===== config.mk =====
export PLATFORM = sky130hd
export DESIGN_NAME = lls_table
export DESIGN_NICKNAME = d
export VERILOG_FILES = /design/src/lls_pkg.sv /design/src/lls_table.sv
export SDC_FILE = /design/constraint.sdc
export NUM_CORES = 1
export LEC_CHECK = 0
export BUFFER_PORTS_ARGS = -buffer_cell sky130_fd_sc_hd__buf_2
export CORE_AREA = 2 2 248 250
export CTS_CLUSTER_DIAMETER = 100
export DETAILED_ROUTE_END_ITERATION = 8
export DIE_AREA = 0 0 250 252
export PLACE_DENSITY = 0.84
export SETUP_SLACK_MARGIN = 0.05
export SLEW_MARGIN = 30
export SYNTH_ARGS = -nofsm -noshare
export SYNTH_HDL_FRONTEND = slang
export SYNTH_SLANG_ARGS = --single-unit

===== constraint.sdc =====
create_clock -name clk -period 9.7 [get_ports clk]
set_input_delay 0.485 -clock clk [delete_from_list [all_inputs] [get_ports clk]]
set_output_delay 0.485 -clock clk [all_outputs]
set_load 0.005 [all_outputs]

===== src/lls_pkg.sv =====
// lls_pkg: shared types, widths and codes for the line layer mesh-size block
// used by lls_table, lls_core and line_layer_mesh_size; no dependencies
`default_nettype none
package lls_pkg;

  // operation carried in tuser of the input channel
  localparam logic OP_WRITE = 1'b0;
  localparam logic OP_QUERY = 1'b1;

  // configuration register indexes
  localparam logic [2:0] CFG_END_A_X       = 3'd0;
  localparam logic [2:0] CFG_END_A_Y       = 3'd1;
  localparam logic [2:0] CFG_END_A_Z       = 3'd2;
  localparam logic [2:0] CFG_END_B_X       = 3'd3;
  localparam logic [2:0] CFG_END_B_Y       = 3'd4;
  localparam logic [2:0] CFG_END_B_Z       = 3'd5;
  localparam logic [2:0] CFG_LAYER_COUNT   = 3'd6;

  // difference vectors need 35 bits signed, magnitudes 34 bits
  typedef logic signed [34:0] vec_t;
  typedef logic        [33:0] mag_t;
  typedef logic        [67:0] prod_t;

  typedef struct packed {
    logic signed [31:0] ax;
    logic signed [31:0] ay;
    logic signed [31:0] az;
    logic signed [31:0] bx;
    logic signed [31:0] by;
    logic signed [31:0] bz;
  } seg_t;

  typedef struct packed {
    logic        wr_en;
    logic [3:0]  wr_idx;
    logic [31:0] wr_radius;
    logic [31:0] wr_edge;
  } tbl_wr_t;

  typedef struct packed {
    logic [31:0] radius;
    logic [31:0] edge_len;
  } tbl_entry_t;

  typedef struct packed {
    logic [31:0] edge_len;
    logic        uncovered;
  } res_t;

  function automatic mag_t mag_of(vec_t v);
    vec_t n;
    n = -v;
    return v[34] ? mag_t'(n) : mag_t'(v);
  endfunction

endpackage
`default_nettype wire


===== src/lls_table.sv =====
// lls_table: layer table memory, one entry of radius and edge length per layer
// one write port, one read port with registered data; uses lls_pkg
`default_nettype none
module lls_table #(
  parameter int MAX_LAYERS = 16,
  parameter int AW         = 4
) (
  input  wire logic                clk,
  input  wire lls_pkg::tbl_wr_t    wr,
  input  wire logic [AW-1:0]       rd_addr,
  output      lls_pkg::tbl_entry_t rd_data
);
  import lls_pkg::*;

  tbl_entry_t      mem [MAX_LAYERS];
  logic [AW-1:0]   wr_addr;
  logic            wr_ok;

  assign wr_addr = AW'(wr.wr_idx);
  assign wr_ok   = wr.wr_en && (32'(wr.wr_idx) < MAX_LAYERS);

  always_ff @(posedge clk) begin
    if (wr_ok) begin
      mem[wr_addr] <= '{radius: wr.wr_radius, edge_len: wr.wr_edge};
    end
    rd_data <= mem[rd_addr];
  end

endmodule
`default_nettype wire


Word-level counts from Yosys, hierarchy flattened
Memory sizes are Yosys's and may differ from the RTL's. A register that Yosys moved wholly into a read port is not among the register bits.
Cells that the tools add are included.
{ "word_totals": {"output_inout_bits": 64, "wordCells": 3, "memories": 1, "input_bits": 74, "mem_bits_rw": 1024, "register_bits": 0} }
{ "mem_list": {"columns": ["memory", "depth", "word_bits", "rd", "rd_ports_with_merged_regs", "write_ports", "line", "source"], "rows": [
  ["mem", 16, 64, 1, 1, 1, "lls_table.sv:15", "tbl_entry_t mem [MAX_LAYERS];"]
]} }
{ "classes": {"n_mux": 2} }
{ "op_table": {"columns": ["operator", "count"], "rows": [
  ["1-bit 2-to-1 mux", 2]
]} }

Logic depth before layout (Yosys ltp)
{ "logic_depth": {"depth_word": 2, "depth_mapped": 6, "depth_no_buf": 3} }

Worst setup path after synthesis
Ideal clock, no wire load.
{ "synth_timing": {"path_kind": "input to register", "start": "input port wr[66] (netlist bit)", "end": "memory mem[0][0] (netlist bit) (enable)", "n_path_buf": 0, "arrival_time_ps": 5348, "setup_slack_ps": 3786, "required_ps": 9135, "path_stages": 2, "setup_time_ps": 565, "path_cell_list": "or3b_2 -> nor3_1"} }
{ "synth_lines": {"columns": ["item", "line", "source"], "rows": [
  ["from (decl)", "lls_table.sv:9", "input wire lls_pkg::tbl_wr_t wr,"],
  ["to (decl)", "lls_table.sv:15", null]
]} }
Straight into the memory's write port.

Final worst setup path
{ "layout_timing": {"start": "input port wr[66] (netlist bit)", "end": "memory mem[1][11] (netlist bit) (enable)"} }
Straight into the memory's write port.

==> metrics.txt <==
# TYPE chip_impl_metric gauge
chip_impl_info{name="run_status",value="complete, no violations"} 1
chip_impl_metric{name="synth_to_final_area_change",unit="%"} 13.0
chip_impl_metric{name="core.rowCount",unit=""} 90
chip_impl_metric{name="drt_iter0_markers",unit=""} 2770
chip_impl_info{name="setup.worst_path.start_class",value="input port"} 1
chip_impl_metric{name="floorplan.die.width",unit="um"} 250
chip_impl_metric{name="fmaxAchievable",unit="MHz"} 389
chip_impl_info{name="netlist.top_cell.by_area",value="sky130_fd_sc_hd__edfxtp_1"} 1
chip_impl_metric{name="power-per-cell-area",unit="mW/mm^2"} 218
chip_impl_metric{name="total_routing_usage_reported_by_global_routing",unit="%"} 31.0
chip_impl_metric{name="slew_violations",unit=""} 0
chip_impl_metric{name="clock_sinks",unit=""} 1088
chip_impl_metric{name="synth_top_cell_area_share",unit="%"} 77.7
chip_impl_metric{name="netlist-cell-type-count",unit=""} 18
chip_impl_metric{name="final_min_period_over_clock_period",unit="%"} 26.5
chip_impl_metric{name="place_ws",unit="ps"} 6420
chip_impl_metric{name="h_tree_levels",unit=""} 3
chip_impl_metric{name="worstPathMaxFanout",unit=""} 47
chip_impl_metric{name="floorplan.die.height",unit="um"} 252
chip_impl_metric{name="totalWireLength",unit="um"} 95500
chip_impl_info{name="ys_top_cells_by_area",value="sky130_fd_sc_hd__edfxtp_1 (78%), sky130_fd_sc_hd__mux4_2 (15%), sky130_fd_sc_hd__dfxtp_1 (3.2%), sky130_fd_sc_hd__a22oi_1 (2.4%), sky130_fd_sc_hd__nand2_1 (0.62%)"} 1
chip_impl_metric{name="irDropWorstVdd",unit="mV"} 0.180
chip_impl_metric{name="hold_violations",unit=""} 0
chip_impl_info{name="synth_top_cells_by_count",value="sky130_fd_sc_hd__edfxtp_1 (1024), sky130_fd_sc_hd__mux4_2 (256), sky130_fd_sc_hd__a22oi_1 (128)"} 1
chip_impl_metric{name="numCtsBuffers",unit=""} 100
chip_impl_info{name="synth_most_common_cell",value="sky130_fd_sc_hd__edfxtp_1"} 1
chip_impl_metric{name="postCtsSetupRepairBufs",unit=""} 0
chip_impl_info{name="cpLargestDelayFamily",value="simple AND/OR/NAND/NOR gates"} 1
chip_impl_metric{name="worst_clk_skew",unit="ps"} 26.7
chip_impl_metric{name="layout.nets",unit=""} 1917
chip_impl_metric{name="yosysWarnings",unit=""} 0
chip_impl_metric{name="globalplace.congestion",unit=""} 0.714
chip_impl_info{name="worstSetupEndpointType",value="flop"} 1
chip_impl_metric{name="per_cell_via_count_in_the_routed_design",unit=""} 7.00
chip_impl_metric{name="final-setup-viol-count",unit=""} 0
chip_impl_metric{name="clk_path_buf_depth",unit=""} 3
chip_impl_metric{name="totalPowerFinal",unit="mW"} 9.73
chip_impl_metric{name="avgSynthCellArea",unit="sq um"} 24.0
chip_impl_metric{name="yosysSeqAreaShare",unit="%"} 80.9
chip_impl_metric{name="clk_transition_reported_paths",unit="ps"} 70
chip_impl_info{name="setup.worst_path.start",value="wr[66]"} 1
chip_impl_metric{name="syn_nets",unit=""} 1721
chip_impl_metric{name="max_cap_violation_count",unit=""} 0
chip_impl_metric{name="postSynthCellCount",unit=""} 1647
chip_impl_metric{name="die-area",unit="sq mm"} 0.0630
chip_impl_metric{name="cts_hold_repair.buffers",unit=""} 0
chip_impl_metric{name="initial_utilization",unit="%"} 65.8
chip_impl_metric{name="io_buffers",unit=""} 137
chip_impl_metric{name="route.antenna.remaining_nets",unit=""} 0
chip_impl_metric{name="path_buf_inv",unit=""} 2
chip_impl_info{name="worst_hold_startpoint",value="wr[39]"} 1
chip_impl_metric{name="finalWorstSetupSlack",unit="ps"} 7130
chip_impl_metric{name="asyncSetResetFlopFracSynth",unit="%"} 0
chip_impl_metric{name="cts_resized",unit=""} 0
chip_impl_metric{name="worst_skew_pair.late_latency",unit="ps"} 670
chip_impl_metric{name="number_of_global_route_vias_before_repair",unit=""} 20100
chip_impl_metric{name="dp_cells",unit=""} 2519
chip_impl_info{name="unrepaired_setup_endpoints_after_global_routing",value="false"} 1
chip_impl_metric{name="drt_pre_antenna_iters",unit=""} 5
chip_impl_metric{name="grt-ovfl-total",unit=""} 0
chip_impl_metric{name="power_leakage",unit="nW"} 14.4
chip_impl_metric{name="initial_antenna_violation_count",unit=""} 16
chip_impl_info{name="synth_top_flop_cell",value="sky130_fd_sc_hd__edfxtp_1"} 1
chip_impl_info{name="clockRootBuffer",value="sky130_fd_sc_hd__clkbuf_16"} 1
chip_impl_metric{name="io-pin-count",unit=""} 138
chip_impl_metric{name="worst_slew_margin_rel",unit="%"} 30.8
chip_impl_metric{name="layoutNonFillerInstCount",unit=""} 2720
chip_impl_info{name="rr_startpoint",value="mem[3][30]"} 1
chip_impl_metric{name="routed_wire_length_per_instance",unit="um"} 35.1
chip_impl_metric{name="ys_ff_latch",unit=""} 1088
chip_impl_metric{name="synth_enable_flop_cells",unit=""} 1024
chip_impl_info{name="worst_path_class_setup",value="in2reg"} 1
chip_impl_metric{name="grt_start_max_net_pins",unit=""} 174
chip_impl_metric{name="minimum_clock_period_after_layout",unit="ps"} 2570
chip_impl_metric{name="grt_first_pass_wirelength",unit="um"} 137000
chip_impl_metric{name="fin_setup_tns",unit="ps"} 0
chip_impl_metric{name="drcViolationCount",unit=""} 0
chip_impl_metric{name="core_region_area",unit="sq mm"} 0.0601
chip_impl_info{name="hold_path.class",value="in2reg"} 1
chip_impl_metric{name="post_route_cells_drive_above_1_share",unit="%"} 31.5
chip_impl_metric{name="synth_area",unit="sq mm"} 0.0396
chip_impl_metric{name="tightestPinTransition",unit="ps"} 1040
chip_impl_metric{name="hpwl",unit="um"} 41500
chip_impl_metric{name="cp_data_required_time",unit="ps"} 9970
chip_impl_info{name="crit_path_cell_trace",value="buf_2 -> or3b_2 -> nor2_4 -> buf_4"} 1
chip_impl_info{name="tritoncts",value="yes"} 1
chip_impl_info{name="critical-path-slowest-cell",value="sky130_fd_sc_hd__buf_4"} 1
chip_impl_metric{name="arrival",unit="ps"} 2850
chip_impl_metric{name="finalCoreUtilization",unit="%"} 74.4
chip_impl_metric{name="largest_stage_delay_on_the_critical_path",unit="ps"} 880
chip_impl_metric{name="detailroute.via_count",unit=""} 19100
## worst paths after layout
path | cells past startpoint | to | slack [ps]
min reg2reg | 3 | rd_data[51] | 670
max | 4 | mem[1][11] | 7130
max reg2reg | 3 | rd_data[30] | 8230
min | 1 | mem[7][39] | 190
## cells by family after synthesis
family | share of synthesized area, %
compound gates | 2.43
buf+inv | 1.14
flops | 80.9
mux | 14.6
simple gates | 0.942
## through the flow
stage,area (sq um),hold WS [ps]
2_1_floorplan,39600,584
3_3_place_gp,41200,645
3_5_place_dp,41300,656
4_1_cts,44600,146
5_1_grt,44700,179
6_report,44700,185
## worst reg2reg max path: stages (launching register included)
cell                       delay, ps
sky130_fd_sc_hd__edfxtp_1        480
sky130_fd_sc_hd__mux4_2          580
sky130_fd_sc_hd__a22oi_1         220
sky130_fd_sc_hd__nand2_1          90
## cells in the final DEF, fill, tap and decap left out, drive strengths merged
cell	instances
nand3b	2
nand2	65
diode	8
nand3	1
buf	178
and2	1
bufinv	8
edfxtp	1024
clkinv	39
clkinvlp	2
or3b	1
inv	3
nor2	13
nor2b	2
mux4	256
a22oi	128
clkbuf	137
dfxtp	64
nand2b	2
nor3	4
## state kept, by name, indices dropped and copies added (netlist names)
| signal | flops |
|---|---|
| mem | 1024 |
| rd_data | 64 |
## area by class of cell
class	count	area, sq um
flip-flops and latches	1088	32000
diodes	8	20.0
well taps	782	978
repair buffers	178	1140
clock buffers	137	2830
fillers	3101	15400
multi-input cells	475	7230
clock inverters	52	492
## routing by layer
layer / vias up / share of wire [%] / global-route usage (%)
li1: 7461 / - / -
met1: 9963 / 34 / 40.6
met2: 1365 / 52 / 51.0
met3: 245 / 11 / 7.57
met4: 18 / 3.2 / 12.7
met5: - / 0.12 / 0
## where the power goes
group	total, mW	internal (mW)	switching (mW)	leakage (nW)
registers	5.30	5.26	0.0467	9.79
logic	0.454	0.183	0.271	3.03
clock network	3.97	2.26	1.71	1.63
Power figures use the tool's default switching activity.
